**src/design/rotary_encoder_step_decoder_defines.svh**
```systemverilog
// ----------------------------------------------------------------------------
// rotary encoder step decoder assertion macros
// shared concurrent assertion helpers, compiled out when ASSERT_OFF is set
// ----------------------------------------------------------------------------
`ifndef ROTARY_ENCODER_STEP_DECODER_DEFINES_SVH
`define ROTARY_ENCODER_STEP_DECODER_DEFINES_SVH

`ifndef ASSERT_OFF

// same-cycle implication
`define RESD_ASSERT_IMP(lbl, ante, cons) \
    lbl: assert property (@(posedge clk) disable iff (!rst_n) (ante) |-> (cons)) \
        else $error("assertion failed");

// next-cycle implication
`define RESD_ASSERT_NXT(lbl, ante, cons) \
    lbl: assert property (@(posedge clk) disable iff (!rst_n) (ante) |=> (cons)) \
        else $error("assertion failed");

`else

`define RESD_ASSERT_IMP(lbl, ante, cons)
`define RESD_ASSERT_NXT(lbl, ante, cons)

`endif

`endif

```
**src/design/resd_pkg.sv**
```systemverilog
// ----------------------------------------------------------------------------
// rotary encoder step decoder package
// shared types and constants
// ----------------------------------------------------------------------------
package resd_pkg;

    localparam int CH_W   = 2;
    localparam int CNT_W  = 8;
    localparam int POS_W  = 2;
    localparam int DATA_W = 32;
    localparam int IDX_W  = 2;

    localparam logic [IDX_W-1:0] REG_SKIP_LEFT  = 2'd0;
    localparam logic [IDX_W-1:0] REG_SKIP_RIGHT = 2'd1;

    localparam logic [POS_W-1:0] DELTA_RIGHT = 2'd1;
    localparam logic [POS_W-1:0] DELTA_LEFT  = 2'd3;

    // per-channel state word held in the state ram
    typedef struct packed {
        logic [POS_W-1:0] pos;
        logic [CNT_W-1:0] left_cnt;
        logic [CNT_W-1:0] right_cnt;
    } entry_t;

    localparam int ENTRY_W = $bits(entry_t);

    // outcome of one state update
    typedef struct packed {
        logic   wr;
        logic   fire;
        logic   right;
        entry_t entry;
    } step_t;

endpackage

```
**src/design/resd_in_if.sv**
```systemverilog
// ----------------------------------------------------------------------------
// encoder sample channel
// valid/ready channel carrying one pin sample of one encoder
// ----------------------------------------------------------------------------
interface resd_in_if;
    logic                       valid;
    logic                       ready;
    logic [resd_pkg::CH_W-1:0]  channel;
    logic                       clk_level;
    logic                       dt_level;

    modport source (output valid, output channel, output clk_level, output dt_level,
                    input ready);
    modport sink   (input valid, input channel, input clk_level, input dt_level,
                    output ready);
endinterface

```
**src/design/resd_out_if.sv**
```systemverilog
// ----------------------------------------------------------------------------
// encoder action channel
// valid/ready channel carrying one fired encoder action
// ----------------------------------------------------------------------------
interface resd_out_if;
    logic                       valid;
    logic                       ready;
    logic [resd_pkg::CH_W-1:0]  event_channel;
    logic                       turn_right;

    modport source (output valid, output event_channel, output turn_right,
                    input ready);
    modport sink   (input valid, input event_channel, input turn_right,
                    output ready);
endinterface

```
**src/design/resd_ram.sv**
```systemverilog
// ----------------------------------------------------------------------------
// generic ram
// one write port, one read port, registered read data
// ----------------------------------------------------------------------------
module resd_ram #(
    parameter int WIDTH = 8,
    parameter int DEPTH = 4
) (
    input  logic                                  clk,
    input  logic                                  we,
    input  logic [(DEPTH > 1 ? $clog2(DEPTH) : 1)-1:0] waddr,
    input  logic [WIDTH-1:0]                      wdata,
    input  logic                                  re,
    input  logic [(DEPTH > 1 ? $clog2(DEPTH) : 1)-1:0] raddr,
    output logic [WIDTH-1:0]                      rdata
);

    logic [WIDTH-1:0] mem [DEPTH];
    logic [WIDTH-1:0] rdata_reg;

    always_ff @(posedge clk)
    begin
        if (we)
        begin
            mem[waddr] <= wdata;
        end
        if (re)
        begin
            rdata_reg <= mem[raddr];
        end
    end

    assign rdata = rdata_reg;

endmodule

```
**src/design/resd_step.sv**
```systemverilog
// ----------------------------------------------------------------------------
// encoder state update
// decodes the position change and advances the skip counters of one channel
// ----------------------------------------------------------------------------
module resd_step (
    input  logic                           in_range,
    input  logic [resd_pkg::POS_W-1:0]     pos,
    input  resd_pkg::entry_t               cur,
    input  logic [resd_pkg::CNT_W-1:0]     lim_left,
    input  logic [resd_pkg::CNT_W-1:0]     lim_right,
    output resd_pkg::step_t                step
);

    logic [resd_pkg::POS_W-1:0] delta;

    always_comb
    begin
        delta          = pos - cur.pos;
        step           = '0;
        step.entry     = cur;
        step.entry.pos = pos;
        if (in_range && (delta != '0))
        begin
            step.wr = 1'b1;
            case (delta)
                resd_pkg::DELTA_RIGHT:
                begin
                    if (cur.right_cnt < lim_right)
                    begin
                        step.entry.right_cnt = cur.right_cnt + 1'b1;
                    end
                    else
                    begin
                        step.entry.right_cnt = '0;
                        step.fire            = 1'b1;
                        step.right           = 1'b1;
                    end
                end
                resd_pkg::DELTA_LEFT:
                begin
                    if (cur.left_cnt < lim_left)
                    begin
                        step.entry.left_cnt = cur.left_cnt + 1'b1;
                    end
                    else
                    begin
                        step.entry.left_cnt = '0;
                        step.fire           = 1'b1;
                    end
                end
                default:
                begin
                    // jump by two: position only
                    step.fire = 1'b0;
                end
            endcase
        end
    end

endmodule

```
**src/design/rotary_encoder_step_decoder.sv**
```systemverilog
// ----------------------------------------------------------------------------
// rotary encoder step decoder
// multi-channel quadrature decoder with per-direction skip counters
// ----------------------------------------------------------------------------
//  channel   dir   payload                        transfer when
//  samples   in    channel, clk_level, dt_level   valid && ready
//  actions   out   event_channel, turn_right      valid && ready
//  cfg       in    cfg_we, cfg_index, cfg_data    cfg_we
//
// one sample per cycle while samples are not stalled; an action follows its sample
// through the ram read, then the update into the output register
// per-channel state lives in a ram, back-to-back samples of one channel use a
// bypass of the last write; a valid bit per entry makes reset immediate
// samples stall only while an action waits in the output register
// ----------------------------------------------------------------------------
`include "rotary_encoder_step_decoder_defines.svh"

module rotary_encoder_step_decoder #(
    parameter int CHANNELS = 4
) (
    input  logic                            clk,
    input  logic                            rst_n,
    resd_in_if.sink                         samples,
    resd_out_if.source                      actions,
    input  logic                            cfg_we,
    input  logic [resd_pkg::IDX_W-1:0]      cfg_index,
    input  logic [resd_pkg::DATA_W-1:0]     cfg_data
);

    localparam int AW = (CHANNELS > 1) ? $clog2(CHANNELS) : 1;
    localparam logic [resd_pkg::CH_W:0] NUM_CH = (resd_pkg::CH_W + 1)'(CHANNELS);

    // configuration
    logic [resd_pkg::DATA_W-1:0] skip_left_reg,  skip_left_next;
    logic [resd_pkg::DATA_W-1:0] skip_right_reg, skip_right_next;

    // update stage
    logic                         s1_valid_reg, s1_valid_next;
    logic [resd_pkg::CH_W-1:0]    s1_ch_reg,    s1_ch_next;
    logic [resd_pkg::POS_W-1:0]   s1_pos_reg,   s1_pos_next;
    logic                         s1_inr_reg,   s1_inr_next;
    logic [AW-1:0]                s1_addr_reg,  s1_addr_next;

    // bypass of the last write
    logic                         fwd_valid_reg, fwd_valid_next;
    logic [AW-1:0]                fwd_addr_reg,  fwd_addr_next;
    resd_pkg::entry_t             fwd_data_reg,  fwd_data_next;

    logic [CHANNELS-1:0]          vld_reg, vld_next;

    // output register
    logic                         out_valid_reg, out_valid_next;
    logic [resd_pkg::CH_W-1:0]    out_ch_reg,    out_ch_next;
    logic                         out_right_reg, out_right_next;

    logic                         in_xfer;
    logic                         in_range;
    logic [AW-1:0]                in_addr;
    logic                         out_free;
    logic                         s1_go;
    logic [resd_pkg::ENTRY_W-1:0] ram_rdata;
    resd_pkg::entry_t             cur;
    resd_pkg::step_t              step;
    logic                         do_wr;
    logic [resd_pkg::CNT_W-1:0]   lim_left;
    logic [resd_pkg::CNT_W-1:0]   lim_right;

    assign out_free       = !out_valid_reg || actions.ready;
    assign s1_go          = !s1_valid_reg || out_free;
    assign samples.ready  = s1_go;
    assign in_xfer        = samples.valid && s1_go;
    assign in_range       = {1'b0, samples.channel} < NUM_CH;
    assign in_addr        = in_range ? samples.channel[AW-1:0] : '0;
    assign do_wr          = s1_valid_reg && s1_go && step.wr;

    always_comb
    begin
        if (fwd_valid_reg && (fwd_addr_reg == s1_addr_reg))
        begin
            cur = fwd_data_reg;
        end
        else if (vld_reg[s1_addr_reg])
        begin
            cur = resd_pkg::entry_t'(ram_rdata);
        end
        else
        begin
            cur = '0;
        end
    end

    assign lim_left  = skip_left_reg[{s1_ch_reg, 3'b000} +: resd_pkg::CNT_W];
    assign lim_right = skip_right_reg[{s1_ch_reg, 3'b000} +: resd_pkg::CNT_W];

    resd_ram #(
        .WIDTH (resd_pkg::ENTRY_W),
        .DEPTH (CHANNELS)
    ) u_state_ram (
        .clk   (clk),
        .we    (do_wr),
        .waddr (s1_addr_reg),
        .wdata (step.entry),
        .re    (in_xfer),
        .raddr (in_addr),
        .rdata (ram_rdata)
    );

    resd_step u_step (
        .in_range  (s1_inr_reg),
        .pos       (s1_pos_reg),
        .cur       (cur),
        .lim_left  (lim_left),
        .lim_right (lim_right),
        .step      (step)
    );

    always_comb
    begin
        skip_left_next  = skip_left_reg;
        skip_right_next = skip_right_reg;
        if (cfg_we)
        begin
            case (cfg_index)
                resd_pkg::REG_SKIP_LEFT:  skip_left_next  = cfg_data;
                resd_pkg::REG_SKIP_RIGHT: skip_right_next = cfg_data;
                default:                  skip_left_next  = skip_left_reg;
            endcase
        end

        s1_valid_next  = s1_valid_reg;
        s1_ch_next     = s1_ch_reg;
        s1_pos_next    = s1_pos_reg;
        s1_inr_next    = s1_inr_reg;
        s1_addr_next   = s1_addr_reg;
        fwd_valid_next = fwd_valid_reg;
        fwd_addr_next  = fwd_addr_reg;
        fwd_data_next  = fwd_data_reg;
        vld_next       = vld_reg;
        if (s1_go)
        begin
            s1_valid_next  = samples.valid;
            s1_ch_next     = samples.channel;
            s1_pos_next    = {samples.clk_level, samples.clk_level ^ samples.dt_level};
            s1_inr_next    = in_range;
            s1_addr_next   = in_addr;
            // covers the read issued at the same edge as this write
            fwd_valid_next = do_wr;
            fwd_addr_next  = s1_addr_reg;
            fwd_data_next  = step.entry;
        end
        if (do_wr)
        begin
            vld_next[s1_addr_reg] = 1'b1;
        end

        out_valid_next = out_valid_reg;
        out_ch_next    = out_ch_reg;
        out_right_next = out_right_reg;
        if (out_free)
        begin
            out_valid_next = s1_valid_reg && step.fire;
            out_ch_next    = s1_ch_reg;
            out_right_next = step.right;
        end
    end

    always_ff @(posedge clk or negedge rst_n)
    begin
        if (!rst_n)
        begin
            skip_left_reg  <= '0;
            skip_right_reg <= '0;
            s1_valid_reg   <= 1'b0;
            fwd_valid_reg  <= 1'b0;
            vld_reg        <= '0;
            out_valid_reg  <= 1'b0;
        end
        else
        begin
            skip_left_reg  <= skip_left_next;
            skip_right_reg <= skip_right_next;
            s1_valid_reg   <= s1_valid_next;
            fwd_valid_reg  <= fwd_valid_next;
            vld_reg        <= vld_next;
            out_valid_reg  <= out_valid_next;
        end
    end

    always_ff @(posedge clk)
    begin
        s1_ch_reg      <= s1_ch_next;
        s1_pos_reg     <= s1_pos_next;
        s1_inr_reg     <= s1_inr_next;
        s1_addr_reg    <= s1_addr_next;
        fwd_addr_reg   <= fwd_addr_next;
        fwd_data_reg   <= fwd_data_next;
        out_ch_reg     <= out_ch_next;
        out_right_reg  <= out_right_next;
    end

    assign actions.valid         = out_valid_reg;
    assign actions.event_channel = out_ch_reg;
    assign actions.turn_right    = out_right_reg;

    `RESD_ASSERT_IMP(a_fire_writes, s1_valid_reg && step.fire, step.wr)
    `RESD_ASSERT_NXT(a_s1_holds, s1_valid_reg && !s1_go, s1_valid_reg && $stable(s1_ch_reg))
    `RESD_ASSERT_IMP(a_stall_blocks, s1_valid_reg && out_valid_reg && !actions.ready, !samples.ready)

endmodule
```
**src/flat_wrapper.sv**
```systemverilog
// flat-port wrapper written by rule: the top's interface ports become plain ports
module rotary_encoder_step_decoder_flat 
#(
    parameter int CHANNELS = 4
)
  (clk, rst_n, cfg_we, cfg_index, cfg_data, samples_valid, samples_channel, samples_clk_level, samples_dt_level, samples_ready, actions_valid, actions_event_channel, actions_turn_right, actions_ready);
  resd_in_if samples_i ();
  resd_out_if actions_i ();
  input  logic clk;
  input  logic rst_n;
  input  logic cfg_we;
  input  logic [resd_pkg::IDX_W-1:0] cfg_index;
  input  logic [resd_pkg::DATA_W-1:0] cfg_data;
  input wire logic [$bits(samples_i.valid)-1:0] samples_valid;
  input wire logic [$bits(samples_i.channel)-1:0] samples_channel;
  input wire logic [$bits(samples_i.clk_level)-1:0] samples_clk_level;
  input wire logic [$bits(samples_i.dt_level)-1:0] samples_dt_level;
  output wire logic [$bits(samples_i.ready)-1:0] samples_ready;
  output wire logic [$bits(actions_i.valid)-1:0] actions_valid;
  output wire logic [$bits(actions_i.event_channel)-1:0] actions_event_channel;
  output wire logic [$bits(actions_i.turn_right)-1:0] actions_turn_right;
  input wire logic [$bits(actions_i.ready)-1:0] actions_ready;
  assign samples_i.valid = samples_valid;
  assign samples_i.channel = samples_channel;
  assign samples_i.clk_level = samples_clk_level;
  assign samples_i.dt_level = samples_dt_level;
  assign samples_ready = samples_i.ready;
  assign actions_valid = actions_i.valid;
  assign actions_event_channel = actions_i.event_channel;
  assign actions_turn_right = actions_i.turn_right;
  assign actions_i.ready = actions_ready;
  rotary_encoder_step_decoder #(.CHANNELS(CHANNELS)) u_core (.clk(clk), .rst_n(rst_n), .samples(samples_i), .actions(actions_i), .cfg_we(cfg_we), .cfg_index(cfg_index), .cfg_data(cfg_data));
endmodule
```
**config.mk**
```make
export PLATFORM = sky130hd
export DESIGN_NAME = rotary_encoder_step_decoder_flat
export DESIGN_NICKNAME = d
export VERILOG_FILES = /design/src/design/resd_pkg.sv /design/src/design/resd_in_if.sv /design/src/design/resd_out_if.sv /design/src/design/resd_ram.sv /design/src/design/resd_step.sv /design/src/design/rotary_encoder_step_decoder.sv /design/src/flat_wrapper.sv
export VERILOG_INCLUDE_DIRS = /design/src /design/src/design
export SDC_FILE = /design/constraint.sdc
export NUM_CORES = 1
export LEC_CHECK = 0
export BUFFER_PORTS_ARGS = -buffer_cell sky130_fd_sc_hd__clkbuf_2
export CAP_MARGIN = 10
export CORE_ASPECT_RATIO = 1.25
export CORE_MARGIN = 5
export CORE_UTILIZATION = 50
export CTS_CLUSTER_SIZE = 40
export DETAILED_ROUTE_END_ITERATION = 10
export GPL_TIMING_DRIVEN = 0
export PLACE_DENSITY = 0.67
export SYNTH_ARGS = -nofsm -noshare
export SYNTH_HDL_FRONTEND = slang
export SYNTH_SLANG_ARGS = --single-unit
```
**constraint.sdc**
```tcl
create_clock -name clk -period 5 [get_ports clk]
set_clock_uncertainty 0.1 [all_clocks]
set_input_delay 1 -clock clk [delete_from_list [all_inputs] [get_ports clk]]
set_output_delay 1 -clock clk [all_outputs]
set_load 0.01 [all_outputs]
```
Word level (Yosys, flattened, before mapping):

Memory sizes are Yosys's and may differ from the RTL's. A register that Yosys moved wholly into a read port is not among the register bits.
Cells that the tools add are included.

* register bits after elaboration: 98
* bits in writable memories: 72
* memories kept: 1

* add/sub/neg operators: 3
* $lt $le $gt $ge: 4
* equality and inequality tests: 4
* shifts and indexed selects: 2
* muxes and demuxes: 18
* bitwise gates (word level): 2
* reductions and logical operators: 15

Memories
* u_core.u_state_ram.mem: depth 4, width 18, rd ports 1, clocked after Yosys merged registers in 1, wr ports 1, line resd_ram.sv:18 `logic [WIDTH-1:0] mem [DEPTH];`

Operators by type and width (count)
* indexed part select 32 x 6 -> 8 bit: 2
* 2-to-1 mux 18 bit: 2
* 2-to-1 mux 8 bit: 4
* adder 8 x 1 -> 8 bit, second input constant: 2
* less-than comparator 8 bit: 2
* 2-to-1 mux 16 bit: 1
* logical AND 1 bit: 6
* 2-to-1 mux 1 bit: 6
* AND reduction 2 bit: 3
* equality test 2 x 1 -> 1 bit, second input constant: 2
* bitwise OR 4 bit: 1
* less-than comparator 2 x 3 -> 1 bit, second input constant: 1
* 2-to-1 mux 3 bit: 1
* binary-select mux 1 bit (select 2 bit): 1
* demux 1 bit (select 2 bit): 1
* equality test 2 bit: 1
* equality test 2 bit, second input constant: 1
* greater-or-equal comparator 2 x 1 -> 1 bit, second input constant: 1
* logical NOT 1 bit: 2
* logical NOT 2 bit: 1
* logical OR 1 bit: 2
* 2-to-1 mux 2 bit: 1
* case mux 1 bit (2 select lines): 1
* nonzero test 2 bit: 1
* other kinds (2): 2

Longest topological paths before layout:

Gate-level depths: netlist of the first run.

* depth in word-level cells: 11
* gate-level depth with buffers: 16
* depth with buffers taken out: 12

Hierarchy:

Synthesis of the first run repeated with hierarchy kept, for this count alone.

* cell total of the unflattened synthesis: 514
* area, all modules: 8315.5 um2

Modules (own cells, without submodules)
* rotary_encoder_step_decoder: times used 1, cells each 270, area an instance 4250.3 um2, sequential area each 2587.5 um2
* resd_ram: times used 1, cells each 116, area an instance 3210.6 um2, sequential area each 2702.6 um2
* resd_step: times used 1, cells each 128, area an instance 854.6 um2, sequential area each 0.0 um2

Worst setup path after synthesis of the first run:

OpenSTA, ideal clock, no wires.

* path kind: register -> register
* start point: reg u_core.s1_ch_reg[0] (netlist name)
* end point: reg u_core.fwd_data_reg[15] (netlist name) (data pin)
* library setup time: 0.200 ns
* data arrival time: 3.299 ns
* required time: 4.700 ns
* slack: 1.401 ns
* stages on the path, launching flop included: 13
* buffers on the path: 3
* cells stage by stage: edfxtp_1 -> buf_6 -> buf_1 -> buf_2 -> mux4_2 -> inv_1 -> ha_1 -> a21o_1 -> a21oi_1 -> o221ai_1 -> a211oi_2 -> a31oi_1 -> a31oi_1

RTL lines
* start: declaration: line rotary_encoder_step_decoder.sv:39 `logic [resd_pkg::CH_W-1:0] s1_ch_reg, s1_ch_next;`
* start signal: assignment: line rotary_encoder_step_decoder.sv:191 `s1_ch_reg <= s1_ch_next;`
* end signal: assignment: line rotary_encoder_step_decoder.sv:196 `fwd_data_reg <= fwd_data_next;`
* end: declaration: line rotary_encoder_step_decoder.sv:47 `resd_pkg::entry_t fwd_data_reg, fwd_data_next;`

==> results of run 1 <==
## power breakdown
| part | switching [mW] | total, mW | internal [mW] |
|---|---|---|---|
| logic | 0.723 | 1.20 | 0.480 |
| clock network | 0.563 | 1.28 | 0.714 |
| registers | 0.129 | 2.23 | 2.10 |
| total | 1.41 | 4.71 | 3.30 |
## through the flow
| stage | total power [mW] | hold WS [ns] |
|---|---|---|
| finish | 4.71 | 0.316 |
| global route | 4.95 | 0.303 |
| CTS | 4.73 | 0.307 |
| detailed placement | 3.46 | 0.381 |
| global placement | 3.38 | 0.374 |
| floorplan | 3.07 | 0.346 |
## worst max-delay path, cell delays in order, from the launching register on
cell,delay (ns)
edfxtp_1,0.41
buf_4,0.21
xor2_4,0.24
nor3_4,0.43
buf_6,0.23
buf_2,0.28
a22o_1,0.20
ha_1,0.19
xor2_1,0.21
o211ai_1,0.17
and2_1,0.22
a21oi_2,0.33
and3_1,0.98
## synthesized netlist by cell type (5+ instances only)
| master | count | area (µm²) |
|---|---|---|
| a21o_1 | 7 | 52.6 |
| a21oi_1 | 14 | 70.1 |
| a22o_1 | 10 | 87.6 |
| a31o_2 | 5 | 43.8 |
| a31oi_1 | 6 | 37.5 |
| and3_1 | 6 | 37.5 |
| buf_1 | 5 | 18.8 |
| clkbuf_1 | 10 | 37.5 |
| dfrtp_1 | 71 | 1780 |
| edfxtp_1 | 117 | 3510 |
| ha_1 | 17 | 213 |
| inv_1 | 23 | 86.3 |
| mux2_2 | 65 | 732 |
| mux4_2 | 34 | 766 |
| nand2_1 | 29 | 109 |
| nand3_1 | 10 | 50.1 |
| nand4_1 | 9 | 56.3 |
| nor2_1 | 6 | 22.5 |
| o211ai_1 | 7 | 52.6 |
| o21ai_0 | 5 | 25.0 |
| o21ai_1 | 6 | 30.0 |
## layout make-up
cell class,count,area (µm²)
multi-input combinational,299,2980
buffer,23,118
sequential,188,5290
inverter,24,90.1
clock buffer,23,468
fill,1320,7190
timing repair buffer,49,280
tap,220,275
clock inverter,9,86.3
## final timing paths
path | end | slack, ns | cells after the start
worst max-delay path | u_core.u_state_ram.mem[0][3] | 0.38 | 12
min in group clk | u_core.actions.event_channel[1] | 0.39 | 0
worst min-delay path | u_core.skip_left_reg[15] | 0.32 | 1
worst max register to register | u_core.u_state_ram.mem[0][3] | 0.38 | 12
worst min register to register | u_core.actions.event_channel[1] | 0.39 | 0
max in group asynchronous | u_core.skip_right_reg[8] | 3.94 | 2
## routing by layer
| metal | vias up | global-route usage | routed length (µm) |
|---|---|---|---|
| met3 | 31 | 0.0366 | 698 |
| met2 | 128 | 0.344 | 9680 |
| met1 | 2512 | 0.245 | 7450 |
| met4 | 0 | 0.0812 | 437 |
| li1 | 2229 | - | - |
| met5 | - | 0 | 0 |
## cells by family after synthesis
logic type	Yosys count	share of synthesized area
compound gates	87	0.0761
flops	188	0.624
simple gates	83	0.0527
xor+xnor	7	0.0117
mux	105	0.186
fa+ha+maj	17	0.0251
buf+inv	47	0.0245
==> results.cfg, run 1 <==
[placement]
port_buffers = 47
pre_cts_ws_ns = 0.414
gp_congestion = 0.906
dp.cells = 803
placed_area_mm2 = 0.00903
place_hpwl_um = 13000

[layout]
design_area_mm2 = 0.00959
largest_reg_flops = 72
areaGrowthSynthToFinish_pct = 13.1
final_cells = 835
layout-drive-gt1-share = 0.328
n_antenna_cell = 0
final_common_cell = edfxtp_1
finish.utilization = 0.572
mostFrequentLayoutCells = 117 x edfxtp_1, 71 x dfrtp_1, 65 x mux2_2, 46 x clkbuf_2, 34 x mux4_2
nNetsFinal = 662

[floorplanning]
coreArea_mm2 = 0.0168
die_area_mm2 = 0.0197
die_x_um = 126
pin_count = 48
rows = 53
initial_core_util = 0.505
die_height_um = 156

[detailed_routing]
drc = 0
first_iter_violations = 430
drt_pass1_iterations = 5
ant_nets = 0
num_vias = 4900
drt_wl_total_um = 18300
detail_route.vias_per_cell = 5.87
wl_per_cell_um = 21.9

[clock_tree]
ctsResizeCount = 0
post_cts_buffers = 0
clkSinkCount = 188
clk_path_buf_depth = 2
htree_num_levels = 4
clkTransAtPathRegs_ns = 0.07
cts_root_buffer = clkbuf_16
cts_tree = yes
clk_latency_ns = 0.43
cts_made_buffers = 17
ctsHoldBuffers = 0

[global_routing]
gr-usage-all-layers = 0.198
grt_max_degree = 64
grt_first_pass_wirelength_um = 29400
overflow = 0
antenna_found_initial = 0
first_global_vias = 5272

[synth]
netlist_instances = 534
ys_ff_latch = 188
yosysWarnings = 0
synth_edf_count = 117
avgSynthCellArea_um2 = 15.9
syn_nets = 594
synth-async-reset-ratio = 0.378
synth.distinct_cells = 61
synth_area_mm2 = 0.00848
synth_flop_cell = edfxtp_1
synth_seq_area_share = 0.624

[sta]
slew_viol_final = 0
rsz0062_at_grt = false
fin_ws_ns = 0.376
worstMarginPinSlew_ns = 1.14
period_minus_slack_ns = 4.62
setup-violations-final = 0
final_hold_viol_count = 0
max_freq_mhz = 216
slew_headroom = 0.243
setup_tns_ns = 0
fin_crit_sh = 0.925

[job]
drv_cap = 0

[outcome]
status = finished clean

[pwr]
ir_worst_vdd_mv = 0.269
powerDensity_mw_per_mm2 = 491
p_leak_nw = 3.74

[setup_path]
end_kind = flip-flop
required_ns = 4.94
arrival_ns = 4.57
critPathKind = flip-flop to flip-flop
r2r_start = u_core.s1_ch_reg[1]
path_max_fanout = 18
crit_start = u_core.s1_ch_reg[1]
startpoint_type = flip-flop

[worst_hold_path]
hold_path_class = primary input to async pin
No activity file was read; power rests on OpenSTA's default activity.
==> run 2, diff against run 1 <==
--- a/config.mk
+++ b/config.mk
@@ -8,7 +8,6 @@
 export LEC_CHECK = 0
 export BUFFER_PORTS_ARGS = -buffer_cell sky130_fd_sc_hd__clkbuf_2
 export CAP_MARGIN = 10
-export CORE_ASPECT_RATIO = 1.25
 export CORE_MARGIN = 5
 export CORE_UTILIZATION = 50
 export CTS_CLUSTER_SIZE = 40
==> results.cfg, run 2 (synthesized netlist as in run 1, its figures left out) <==
[pwr]
powerDensity_mw_per_mm2 = 496
ir_worst_vdd_mv = 0.283
p_leak_nw = 3.77
fin_total_pwr_mw = 4.78

[sta]
period_minus_slack_ns = 4.73
fin_crit_sh = 0.945
slew_viol_final = 0
worstMarginPinSlew_ns = 1.17
final_hold_viol_count = 0
slew_headroom = 0.220
setup-violations-final = 0
rsz0062_at_grt = false
setup_tns_ns = 0
max_freq_mhz = 212

[layout]
n_antenna_cell = 0
nNetsFinal = 662
multiInputGateArea_mm2 = 0.00298
design_area_mm2 = 0.00964
final_common_cell = edfxtp_1
areaGrowthSynthToFinish_pct = 13.7
largest_reg_flops = 72
layout-drive-gt1-share = 0.337
seq_area_mm2 = 0.00529
mostFrequentLayoutCells = 117 x edfxtp_1, 71 x dfrtp_1, 65 x mux2_2, 46 x clkbuf_2, 34 x mux4_2
final_cells = 835
fillers = 1335

[global_routing]
overflow = 0
gr-usage-all-layers = 0.198
grt_first_pass_wirelength_um = 29700
grt_max_degree = 58
antenna_found_initial = 0
first_global_vias = 5237

[worst_hold_path]
hold_path_class = primary input to async pin

[setup_path]
end_kind = flip-flop
reg2reg_to = u_core.u_state_ram.mem[0][17]
slowest_delay_ns = 1.00
path_cells = buf_4 > xor2_4 > nor3_4 > buf_6 > buf_2 > a22o_1 > ha_1 > xor2_1 > o211ai_1 > and2_1 > a21oi_2 > and3_1
arrival_ns = 4.67
critPathKind = flip-flop to flip-flop
critPathSlowestCell = and3_1
r2r_start = u_core.s1_ch_reg[1]
path_max_fanout = 18
startpoint_type = flip-flop
r2r_slack_ns = 0.27
reg2reg_depth = 12
required_ns = 4.95

[clock_tree]
clkSinkCount = 188
cts_tree = yes
post_cts_buffers = 0
clk_path_buf_depth = 2
ctsHoldBuffers = 0
cts_made_buffers = 17
clkTransAtPathRegs_ns = 0.07
htree_num_levels = 4
cts_root_buffer = clkbuf_16
ctsResizeCount = 0
clk_latency_ns = 0.44

[detailed_routing]
drc = 0
drt_pass1_iterations = 6
num_vias = 4954
first_iter_violations = 483
detail_route.vias_per_cell = 5.93
drt_wl_total_um = 18600
wl_per_cell_um = 22.3
ant_nets = 0

[floorplanning]
die_height_um = 140
initial_core_util = 0.511
die_x_um = 140
coreArea_mm2 = 0.0166
die_area_mm2 = 0.0197
pin_count = 48
rows = 47

[job]
drv_cap = 0

[placement]
dp.cells = 803
place_hpwl_um = 12800
port_buffers = 47
placed_area_mm2 = 0.00905
gp_congestion = 0.871

[outcome]
status = finished clean
-- run 2: area by class of cell --
type                    count  area share
flip-flops and latches    188       0.549
multi-input cells         299       0.309
clock buffers              21      0.0522
repair buffers             49      0.0304
well taps                 220      0.0286
plain buffers              23      0.0122
clock inverters            11     0.00934
inverters                  24     0.00934
-- run 2: routing by layer --
layer,wire [µm],vias up,share of wire,GRT usage
met4,273,0,0.015,0.0602
met5,0,-,0,0
met1,7940,2544,0.43,0.262
met2,9410,146,0.51,0.327
met3,957,26,0.051,0.0494
li1,-,2238,-,-
-- run 2: power by group --
group / switching (mW) / internal, mW
Sequential: 0.131 / 2.10
Clock: 0.606 / 0.735
Combinational: 0.728 / 0.482
-- run 2: worst max path at each step --
stage	cells past startpoint	slack, ns	endpoint	from
after CTS	12	0.31	u_core.u_state_ram.mem[1][2]	u_core.s1_ch_reg[1]
after detailed placement	12	0.35	u_core.u_state_ram.mem[3][3]	u_core.s1_ch_reg[1]
after floorplan	12	1.40	u_core.fwd_data_reg[15]	u_core.s1_ch_reg[0]
after global routing	15	0.06	u_core.u_state_ram.mem[3][3]	u_core.s1_ch_reg[1]
final	12	0.27	u_core.u_state_ram.mem[0][17]	u_core.s1_ch_reg[1]
after global placement	12	0.51	u_core.u_state_ram.mem[0][10]	u_core.s1_ch_reg[1]
-- run 2: critical path: cells and delay by family, from the launching register on --
kind / cells / cell delay, ns
AO/OA/AOI/OAI: 3 / 0.70
XOR/XNOR: 2 / 0.46
adder cells (fa/ha/maj): 1 / 0.20
buffers and inverters: 3 / 0.73
flip-flops: 1 / 0.44
AND/OR/NAND/NOR: 3 / 1.69
-- run 2: metrics by stage --
step	hold WS, ns	utilization	setup slack, ns
finish	0.339	0.581	0.274
CTS	0.335	0.581	0.313
global route	0.341	0.581	0.0595
global placement	0.377	0.542	0.507
floorplan	0.346	-	1.40
detailed placement	0.390	0.546	0.352
==> run 3, diff against run 2 <==
==> constraint.sdc (replaced) <==
create_clock -name clk -period 4.66 [get_ports clk]
set_clock_uncertainty 0.1 [all_clocks]
set_input_delay 0.932 -clock clk [delete_from_list [all_inputs] [get_ports clk]]
set_output_delay 0.932 -clock clk [all_outputs]
set_load 0.01 [all_outputs]
==> results.cfg, run 3 (synthesized netlist as in run 1, its figures left out) <==
[outcome]
status = finished clean

[detailed_routing]
ant_nets = 0
drt_pass1_iterations = 7
first_iter_violations = 416
drt_wl_total_um = 18700
drc = 0
num_vias = 5012
wl_per_cell_um = 22.3
detail_route.vias_per_cell = 5.98

[layout]
nNetsFinal = 665
layout-drive-gt1-share = 0.351
mostFrequentLayoutCells = 117 x edfxtp_1, 71 x dfrtp_1, 65 x mux2_2, 47 x clkbuf_2, 34 x mux4_2
final_cells = 838
areaGrowthSynthToFinish_pct = 14.2
final_common_cell = edfxtp_1
n_antenna_cell = 0
largest_reg_flops = 72
finish.utilization = 0.584

[setup_path]
end_kind = flip-flop
cp_num_buf_inv = 3
arrival_ns = 4.40
r2r_slack_ns = 0.22
startpoint_type = flip-flop
slowest_delay_ns = 0.93
required_ns = 4.62
critPathKind = flip-flop to flip-flop
cp_top_family = simple AND/OR/NAND/NOR gates
path_cells = buf_4 > xor2_4 > nor3_4 > buf_6 > buf_2 > a22o_1 > ha_1 > xor2_1 > o211ai_1 > and2_1 > a21oi_2 > and3_1
path_max_fanout = 18
critPathSlowestCell = and3_1

[clock_tree]
cts_made_buffers = 17
htree_num_levels = 4
cts_root_buffer = clkbuf_16
clk_path_buf_depth = 2
clk_latency_ns = 0.44
clkSinkCount = 188
clkTransAtPathRegs_ns = 0.07
cts_tree = yes
ctsHoldBuffers = 0

[placement]
place_hpwl_um = 12800
dp.cells = 803
gp_congestion = 0.871
port_buffers = 47

[global_routing]
gr-usage-all-layers = 0.198
grt_first_pass_wirelength_um = 29700
first_global_vias = 5237
antenna_found_initial = 0
overflow = 0
grt_max_degree = 58

[floorplanning]
die_height_um = 140
initial_core_util = 0.511
pin_count = 48
coreArea_mm2 = 0.0166
rows = 47
die_x_um = 140
die_area_mm2 = 0.0197

[job]
drv_cap = 0

[sta]
slew_viol_final = 0
setup_tns_ns = 0
period_minus_slack_ns = 4.44
fin_crit_sh = 0.953
slew_headroom = 0.291
max_freq_mhz = 225
final_hold_viol_count = 0
worstMarginPinSlew_ns = 1.06
setup-violations-final = 0

[pwr]
ir_worst_vdd_mv = 0.299
powerDensity_mw_per_mm2 = 533
p_leak_nw = 3.79
fin_total_pwr_mw = 5.16

[worst_hold_path]
hold_path_class = primary input to async pin
[run 3: metrics by stage]
step                hold slack (ns)  area (µm²)  setup slack (ns)
finish                        0.266        9680             0.218
global route                  0.273        9680           -0.0367
CTS                           0.267        9640           0.00959
detailed placement            0.390        9050            0.0123
global placement              0.377        8990             0.167
floorplan                     0.346        8480              1.06
[run 3: power by group]
group          internal, mW  switching [mW]  total, mW
logic                 0.530           0.793       1.32
clock network         0.788           0.656       1.44
registers              2.26           0.140       2.40
total                  3.57            1.59       5.16
[run 3: per-layer routing]
metal / track usage / vias to the layer above / routed length (µm)
met5: 0 / - / 0
met2: 0.327 / 185 / 9440
met1: 0.262 / 2558 / 7940
li1: - / 2244 / -
met4: 0.0602 / 0 / 286
met3: 0.0494 / 25 / 1010
[run 3: worst paths after layout]
check,start,end,cells after the start
worst min register to register,u_core.vld_reg[3],u_core.vld_reg[3],1
worst max-delay path,u_core.s1_ch_reg[1],u_core.u_state_ram.mem[3][3],12
worst max register to register,u_core.s1_ch_reg[1],u_core.u_state_ram.mem[3][3],12
max in group asynchronous,rst_n,u_core.vld_reg[0],2
min in group clk,u_core.vld_reg[3],u_core.vld_reg[3],1
worst min-delay path,rst_n,u_core.skip_right_reg[3],1
[run 3: repair_timing]
item,CTS,global route
resized for setup,3,5
pin swaps,0,1
buffers inserted,0,3
setup endpoints to repair,54,83
[run 3: cell type report]
| cell class | instances | area (µm²) |
|---|---|---|
| clock inverter | 11 | 90.1 |
| sequential | 188 | 5290 |
| buffer | 23 | 119 |
| tap | 220 | 275 |
| fill | 1329 | 6900 |
| timing repair buffer | 52 | 315 |
| clock buffer | 21 | 503 |
| inverter | 24 | 90.1 |
| multi-input combinational | 299 | 3000 |
[run 3: worst register-to-register path, cell delays in order (launching register included)]
cell      delay (ns)
edfxtp_1        0.44
buf_4           0.22
xor2_4          0.24
nor3_4          0.32
buf_6           0.21
buf_2           0.28
a22o_1          0.20
ha_1            0.20
xor2_1          0.22
o211ai_1        0.17
and2_1          0.22
a21oi_2         0.32
and3_1          0.93
